**config.mk**
```make
export PLATFORM = sky130hd
export DESIGN_NAME = serial_command_relay_controller
export DESIGN_NICKNAME = d
export VERILOG_FILES = /design/src/rtl/scrc_pkg.sv /design/src/rtl/scrc_matcher.sv /design/src/rtl/serial_command_relay_controller.sv
export SDC_FILE = /design/constraint.sdc
export NUM_CORES = 1
export LEC_CHECK = 0
export ABC_AREA = 1
export BUFFER_PORTS_ARGS = -buffer_cell sky130_fd_sc_hd__buf_4
export CAP_MARGIN = 20
export CORE_ASPECT_RATIO = 0.7
export CORE_MARGIN = 10
export CORE_UTILIZATION = 53
export CTS_CLUSTER_DIAMETER = 50
export CTS_CLUSTER_SIZE = 28
export DETAILED_ROUTE_END_ITERATION = 16
export PLACE_DENSITY = 0.76
export SLEW_MARGIN = 10
export SYNTH_ARGS = -nofsm -noshare
export SYNTH_HDL_FRONTEND = slang
export SYNTH_SLANG_ARGS = --single-unit
```
**constraint.sdc**
```tcl
create_clock -name clk_i -period 1.7 [get_ports clk_i]
set_input_delay 0.17 -clock clk_i [delete_from_list [all_inputs] [get_ports clk_i]]
set_output_delay 0.17 -clock clk_i [all_outputs]
set_load 0.05 [all_outputs]
```
**src/rtl/scrc_pkg.sv**
```systemverilog
// Shared types and constants for the serial command relay controller.
// Holds the command texts, line-end codes and the match code enum.
// No dependencies.
package scrc_pkg;

  // Line-end characters
  localparam logic [7:0] CHAR_CR = 8'h0d;
  localparam logic [7:0] CHAR_LF = 8'h0a;

  // Matcher position that marks a dead matcher
  localparam logic [3:0] POS_DEAD = 4'hf;

  // Matcher indexes
  localparam logic [1:0] IDX_VER  = 2'd0;
  localparam logic [1:0] IDX_ON   = 2'd1;
  localparam logic [1:0] IDX_OFF  = 2'd2;
  localparam logic [1:0] IDX_STAT = 2'd3;

  // Match code reported with each result
  typedef enum logic [2:0] {
    CMD_NONE = 3'd0,
    CMD_VER  = 3'd1,
    CMD_ON   = 3'd2,
    CMD_OFF  = 3'd3,
    CMD_STAT = 3'd4
  } cmd_code_e;

  // Command text, right-aligned, first character in the highest used byte
  function automatic logic [63:0] cmd_text(logic [1:0] which);
    logic [63:0] txt;
    case (which)
      IDX_VER:  txt = 64'("ver");
      IDX_ON:   txt = 64'("ac on");
      IDX_OFF:  txt = 64'("ac off");
      IDX_STAT: txt = 64'("ac stat");
      default:  txt = '0;
    endcase
    return txt;
  endfunction

  // Command length in characters, line end not counted
  function automatic logic [3:0] cmd_len(logic [1:0] which);
    logic [3:0] len;
    case (which)
      IDX_VER:  len = 4'd3;
      IDX_ON:   len = 4'd5;
      IDX_OFF:  len = 4'd6;
      IDX_STAT: len = 4'd7;
      default:  len = 4'd0;
    endcase
    return len;
  endfunction

  // Character at position p of a command; valid for p below the length
  function automatic logic [7:0] cmd_char(logic [1:0] which, logic [2:0] p);
    logic [63:0] txt;
    logic [2:0]  sel;
    txt = cmd_text(which);
    sel = 3'(cmd_len(which) - 4'd1 - {1'b0, p});
    return txt[{sel, 3'b000} +: 8];
  endfunction

endpackage

```
**src/rtl/scrc_matcher.sv**
```systemverilog
// One command matcher: tracks the position in a fixed command text.
// Depends on scrc_pkg for the command texts and lengths.
module scrc_matcher
  import scrc_pkg::*;
#(
  parameter logic [1:0] Which = 2'd0
) (
  input  logic       clk_i,
  input  logic       rst_ni,
  input  logic       step_i,
  input  logic [7:0] byte_i,
  input  logic       eol_i,
  output logic       hit_o
);

  localparam logic [3:0] Len = cmd_len(Which);

  logic [3:0] pos_q, pos_d;
  logic       hit;

  // Advance on a matching character, die on anything else
  always_comb begin
    hit   = 1'b0;
    pos_d = pos_q;
    if (step_i) begin
      if (pos_q > Len) begin
        pos_d = POS_DEAD;
      end else if (pos_q == Len) begin
        pos_d = POS_DEAD;
        hit   = eol_i;
      end else if (cmd_char(Which, pos_q[2:0]) != byte_i) begin
        pos_d = POS_DEAD;
      end else begin
        pos_d = pos_q + 4'd1;
      end
      // A line end restarts every matcher
      if (eol_i) begin
        pos_d = '0;
      end
    end
  end

  always_ff @(posedge clk_i or negedge rst_ni) begin
    if (!rst_ni) begin
      pos_q <= '0;
    end else begin
      pos_q <= pos_d;
    end
  end

  assign hit_o = hit;

endmodule

```
**src/rtl/serial_command_relay_controller.sv**
```systemverilog
// Top level of the serial command relay controller.
// Depends on scrc_pkg and scrc_matcher.
//
// Takes one request per cycle, a received serial byte or a sample of the two
// active-low override switches, and returns one result per request through
// the input register and then the result register. The matchers, command
// state and switch latches all update as a request moves between those
// registers, so requests may follow back to back; the block stalls its input
// only while a full result register is stalled.
// The relay drive gives forced off priority over forced on, and forced on
// priority over the last "ac on" / "ac off" command.
module serial_command_relay_controller
  import scrc_pkg::*;
(
  input  logic       clk_i,
  input  logic       rst_ni,
  input  logic       in_valid_i,
  output logic       in_stall_o,
  input  logic       func_i,
  input  logic [7:0] rx_byte_i,
  input  logic       force_off_level_i,
  input  logic       force_on_level_i,
  output logic       out_valid_o,
  input  logic       out_stall_i,
  output logic       echo_valid_o,
  output logic [7:0] echo_byte_o,
  output logic       line_end_o,
  output logic [2:0] matched_command_o,
  output logic       relay_on_o,
  output logic       cmd_on_state_o,
  output logic       force_off_active_o,
  output logic       force_on_active_o
);

  // Input register
  logic       in_vld_q;
  logic       func_q;
  logic [7:0] byte_q;
  logic       off_lvl_q, on_lvl_q;

  // Block state
  logic       cmd_on_q, cmd_on_d;
  logic       frc_off_q, frc_off_d;
  logic       frc_on_q, frc_on_d;

  // Result register
  logic       out_vld_q;
  logic       echo_vld_q;
  logic [7:0] echo_byte_q;
  logic       line_end_q;
  cmd_code_e  match_q;
  logic       relay_q;
  logic       cmd_on_out_q;
  logic       frc_off_out_q, frc_on_out_q;

  logic       advance, accept, step, eol, relay;
  logic [3:0] hits;
  cmd_code_e  match;

  // Pipeline control: move on when the result register is free or being taken
  assign advance    = !out_vld_q || !out_stall_i;
  assign in_stall_o = in_vld_q && !advance;
  assign accept     = in_valid_i && !in_stall_o;
  assign step       = in_vld_q && advance && !func_q;
  assign eol        = (byte_q == CHAR_CR) || (byte_q == CHAR_LF);

  // Capture the request
  always_ff @(posedge clk_i or negedge rst_ni) begin
    if (!rst_ni) begin
      in_vld_q <= 1'b0;
    end else if (advance || !in_vld_q) begin
      in_vld_q <= in_valid_i;
    end
  end

  always_ff @(posedge clk_i) begin
    if (accept) begin
      func_q    <= func_i;
      byte_q    <= rx_byte_i;
      off_lvl_q <= force_off_level_i;
      on_lvl_q  <= force_on_level_i;
    end
  end

  // Command matchers
  scrc_matcher #(.Which(IDX_VER)) u_match_ver (
    .clk_i (clk_i), .rst_ni(rst_ni), .step_i(step), .byte_i(byte_q),
    .eol_i (eol),   .hit_o (hits[0])
  );
  scrc_matcher #(.Which(IDX_ON)) u_match_on (
    .clk_i (clk_i), .rst_ni(rst_ni), .step_i(step), .byte_i(byte_q),
    .eol_i (eol),   .hit_o (hits[1])
  );
  scrc_matcher #(.Which(IDX_OFF)) u_match_off (
    .clk_i (clk_i), .rst_ni(rst_ni), .step_i(step), .byte_i(byte_q),
    .eol_i (eol),   .hit_o (hits[2])
  );
  scrc_matcher #(.Which(IDX_STAT)) u_match_stat (
    .clk_i (clk_i), .rst_ni(rst_ni), .step_i(step), .byte_i(byte_q),
    .eol_i (eol),   .hit_o (hits[3])
  );

  // Encode the completed command
  always_comb begin
    if (hits[3]) begin
      match = CMD_STAT;
    end else if (hits[2]) begin
      match = CMD_OFF;
    end else if (hits[1]) begin
      match = CMD_ON;
    end else if (hits[0]) begin
      match = CMD_VER;
    end else begin
      match = CMD_NONE;
    end
  end

  // Update command state and switch latches, then apply override priority
  always_comb begin
    cmd_on_d  = cmd_on_q;
    frc_off_d = frc_off_q;
    frc_on_d  = frc_on_q;
    if (in_vld_q && advance) begin
      if (func_q) begin
        frc_off_d = !off_lvl_q;
        frc_on_d  = !on_lvl_q;
      end else if (hits[2]) begin
        cmd_on_d = 1'b0;
      end else if (hits[1]) begin
        cmd_on_d = 1'b1;
      end
    end
    if (frc_off_d) begin
      relay = 1'b0;
    end else if (frc_on_d) begin
      relay = 1'b1;
    end else begin
      relay = cmd_on_d;
    end
  end

  always_ff @(posedge clk_i or negedge rst_ni) begin
    if (!rst_ni) begin
      cmd_on_q  <= 1'b0;
      frc_off_q <= 1'b0;
      frc_on_q  <= 1'b0;
      out_vld_q <= 1'b0;
    end else begin
      cmd_on_q  <= cmd_on_d;
      frc_off_q <= frc_off_d;
      frc_on_q  <= frc_on_d;
      if (advance) begin
        out_vld_q <= in_vld_q;
      end
    end
  end

  // Load the result register
  always_ff @(posedge clk_i) begin
    if (in_vld_q && advance) begin
      echo_vld_q    <= !func_q;
      echo_byte_q   <= func_q ? 8'h00 : byte_q;
      line_end_q    <= !func_q && eol;
      match_q       <= match;
      relay_q       <= relay;
      cmd_on_out_q  <= cmd_on_d;
      frc_off_out_q <= frc_off_d;
      frc_on_out_q  <= frc_on_d;
    end
  end

  assign out_valid_o        = out_vld_q;
  assign echo_valid_o       = echo_vld_q;
  assign echo_byte_o        = echo_byte_q;
  assign line_end_o         = line_end_q;
  assign matched_command_o  = match_q;
  assign relay_on_o         = relay_q;
  assign cmd_on_state_o     = cmd_on_out_q;
  assign force_off_active_o = frc_off_out_q;
  assign force_on_active_o  = frc_on_out_q;

`ifndef SYNTHESIS
  // A completed command is only reported on a line end
  assert property (@(posedge clk_i) disable iff (!rst_ni)
    (out_valid_o && match_q != CMD_NONE) |-> (echo_valid_o && line_end_o))
    else $error("match reported without a line end");

  // Forced off always keeps the relay open
  assert property (@(posedge clk_i) disable iff (!rst_ni)
    (out_valid_o && force_off_active_o) |-> !relay_on_o)
    else $error("relay driven while forced off");

  // No byte completes two commands
  assert property (@(posedge clk_i) disable iff (!rst_ni)
    $onehot0(hits))
    else $error("several matchers completed at once");

  // A stalled input request only waits behind a stalled result
  assert property (@(posedge clk_i) disable iff (!rst_ni)
    in_stall_o |-> (out_valid_o && out_stall_i))
    else $error("input stalled with result register free");
`endif

endmodule
```
==> metrics <==
result of the run finished, violations left; failing checks negative setup slack; Worst Slack Setup Final -0.0698 ns; net count after synthesis 375; final weighted congestion of routability-driven global placement 0.979; number of buffers created by CTS 5; Setup crit start kind register; Fin Clk Skew 0.00864 ns; clock net sink count 49; initial core utilization 0.552; total length of routed wires 7580 um; clock-pin transition on the worst setup and hold timing paths 0.09 ns; clock latency of the later-clocked register in the worst-skew pair 0.32 ns; hold violation total from the final report 0; Netlist cell types 35; initial antenna violation count 0; setup violation total in the final timing report 8; cell area after technology mapping 2900 sq um; number of global-route vias before repair 2,445; category of the critical setup timing path register to register; data required time of the critical path 1.91 ns; largest net degree at the start of global routing 22; number of vias in the routed layout 2,592; I/O pins 34; DRC viols 0; largest fanout of any net on the critical path 4; post-detailed-route count of antenna-violating nets 0; part of the Yosys area used for sequential elements 0.471; number of flops mapped to enable cells by yosys 28; area delta synth->final 30.3%; max-slew headroom at the worst pin 0.615; antenna diode instance count 0; most frequently used flop master after synthesis edfxtp_1; number of buffers inserted by port buffering 33; Tightest Pin Transition 0.576 ns; router iterations before antenna repair 5; Synth top area share 0.290; Max Clk Rate 565 MHz; Clk Tree Root Cell clkbuf_8; vertical die dimension 81.9 um; first-pass GRT wire length 11,800 um; number of instances in the synthesized netlist 343; cell-by-cell listing of the critical path ha_4 -> or2_4 -> nand2_2 -> nand2_2 -> nand2_2 -> nand3_2 -> nor2_4 -> nand3_2 -> nand2_2 -> nand2_1; min-delay worst type primary input to register; count of routing violations after the opening detailed-route iteration 152; average wire per standard cell 15.7 um; Syn. warnings 0; max-capacitance violation count 0; maximum level of the CTS H-tree 2; Max VDD drop 0.000708 V; filler cell count 398; fraction of final layout cells with drive strength greater than 1 0.410; static leakage power 1.72 nW; area leader, netlist edfxtp_1; setup repair after global routing missed its margin yes; die outline width 108 um; asr flop ratio synth 0.429; combined area of the multi-input logic cells 1540 sq um; floorplan core area 5260 sq um; endpoint arrival time on the critical path 1.98 ns; placed wire-length estimate after detailed placement 5220 um; Final Instance Count excl. Fillers 482; critical path's largest stage delay 0.43 ns; Synth Register Bits 49; Die Outline Area 8880 sq um; Tot GR Track Use 0.168; number of buffers on the longest clock path 2; Most Frequent Cell on Critical Path nand2_2; number of placement rows 22; capturing element type of the critical path register; cell types occupying the most area after synthesis edfxtp_1, dfrtp_1, nand2_1, ha_1, nand3_1; clock tree from TritonCTS yes; power density over the cells 1280 nW/um^2; Setup Slack @ Placement -0.0635 ns; Sequential cell area 1370 sq um; crit path time final 1.77 ns; vias per std cell 5.38; Cell Count Post-Placement 464; part of the cycle the worst path needs 1.04; count of pins over their slew limit 0; final layout net count 441; total grt overflow 0; per-instance average area after synthesis 8.46 sq um; Crit-path slowest cell dfrtp_1
## area by class of cell
type	instances	share of cell area
clock buffers	5	0.0182
clock inverters	3	0.00563
inverters	47	0.0503
multi-input cells	241	0.407
flip-flops and latches	49	0.363
well taps	72	0.0238
repair buffers	65	0.133
## stage by stage
stage / util / total power [mW] / TNS, ns / hold WS [ns] / instance area (sq um)
3_5_place_dp: 0.644 / 3.54 / -0.361 / 0.0895 / 3380
6_report: 0.719 / 4.83 / -0.410 / 0.0289 / 3780
3_3_place_gp: 0.644 / 3.47 / -0.0902 / 0.0830 / 3380
2_1_floorplan: - / 2.99 / -0.0860 / -0.126 / 2930
5_1_grt: 0.719 / 5.15 / -1.05 / 0.0226 / 3780
4_1_cts: 0.683 / 4.43 / -0.0539 / 0.0212 / 3590
## timing repair
action | CTS | global route
endpoints found under the setup margin | 13 | 20
hold endpoints to repair | 21 | 0
resized for setup | 22 | 48
setup buffers | 5 | 4
pin swaps | 17 | 24
hold buffers | 1 | 0
## synth_stat cells (2+ instances only)
| cell type | number |
|---|---|
| clkinv_1 | 2 |
| nand2_1 | 98 |
| nor3_2 | 2 |
| xor2_1 | 5 |
| inv_2 | 5 |
| nand2_4 | 3 |
| dfrtp_1 | 21 |
| nor2_2 | 3 |
| buf_2 | 2 |
| ha_1 | 17 |
| buf_6 | 3 |
| nand4_1 | 4 |
| nor3_1 | 3 |
| a21oi_1 | 5 |
| edfxtp_1 | 28 |
| o21ai_1 | 4 |
| inv_1 | 39 |
| nand3_1 | 32 |
| o21ai_0 | 13 |
| nand2_2 | 10 |
| nor2_4 | 3 |
| o21ai_2 | 2 |
| nor2_1 | 27 |
## cell usage in the layout (no fill, tap or decap), drive strengths merged
cell | Yosys | layout
a31oi | 1 | 1
o211ai | 1 | 1
o21ai | 19 | 19
nand3 | 32 | 32
buf | 5 | 64
a22oi | 1 | 1
dlygate4sd3 | 0 | 1
nor3 | 5 | 5
xor2 | 5 | 5
inv | 45 | 45
a21oi | 6 | 6
dfrtp | 21 | 21
nand4 | 5 | 5
nand2 | 111 | 111
nor2 | 33 | 33
or2 | 2 | 2
xnor2 | 1 | 1
ha | 17 | 17
clkbuf | 1 | 5
edfxtp | 28 | 28
a211oi | 2 | 2
clkinv | 2 | 3
clkinvlp | 0 | 2
## critical path, delay by kind of cell (launching register included)
| kind | cells | cell delay [ns] |
|---|---|---|
| flops | 1 | 0.43 |
| fa+ha+maj | 1 | 0.27 |
| simple gates | 9 | 0.96 |
## layer usage
metal,GRT usage,up-vias,wire (um)
li1,-,1239,-
met1,0.221,1239,3350
met2,0.264,99,3490
met3,0.0446,15,613
met4,0.0577,0,122
met5,0,-,0
## path summary, 6_finish.rpt
path,from,to,slack [ns],cells after the start
worst max-delay path,u_match_off.pos_q[1],u_match_off.pos_q[2],-0.07,10
worst min-delay path,rx_byte_i[6],byte_q[6],0.03,1
worst max register to register,u_match_off.pos_q[1],u_match_off.pos_q[2],-0.07,10
worst min register to register,in_vld_q,out_valid_o,0.52,2
max in group asynchronous,rst_ni,out_valid_o,1.16,2
min in group asynchronous,rst_ni,u_match_ver.pos_q[2],0.28,2
## cell families after synthesis
kind of cell / Yosys count / share of synthesized area
and+or+nand+nor: 188 / 0.298
xor gates and xnor gates: 6 / 0.0181
AOI/OAI and AO/OA: 30 / 0.0612
DFF: 49 / 0.471
adders and majority gates: 17 / 0.0733
buffers and inverters: 53 / 0.0781
## report_power, final
part | leakage, nW | internal (mW) | switching (mW)
clock network | 0.0445 | 0.292 | 0.417
logic | 1.17 | 0.999 | 1.46
registers | 0.498 | 1.48 | 0.190
## sequential cells by signal, summed over array words and instances, names as in the netlist, 3 cells and up
register and count:
byte_q 8, echo_byte_o 8, matched_command_o 3, u_match_off.pos_q 4, u_match_on.pos_q 4, u_match_stat.pos_q 4, u_match_ver.pos_q 4
(Power assumes the default switching activity.)
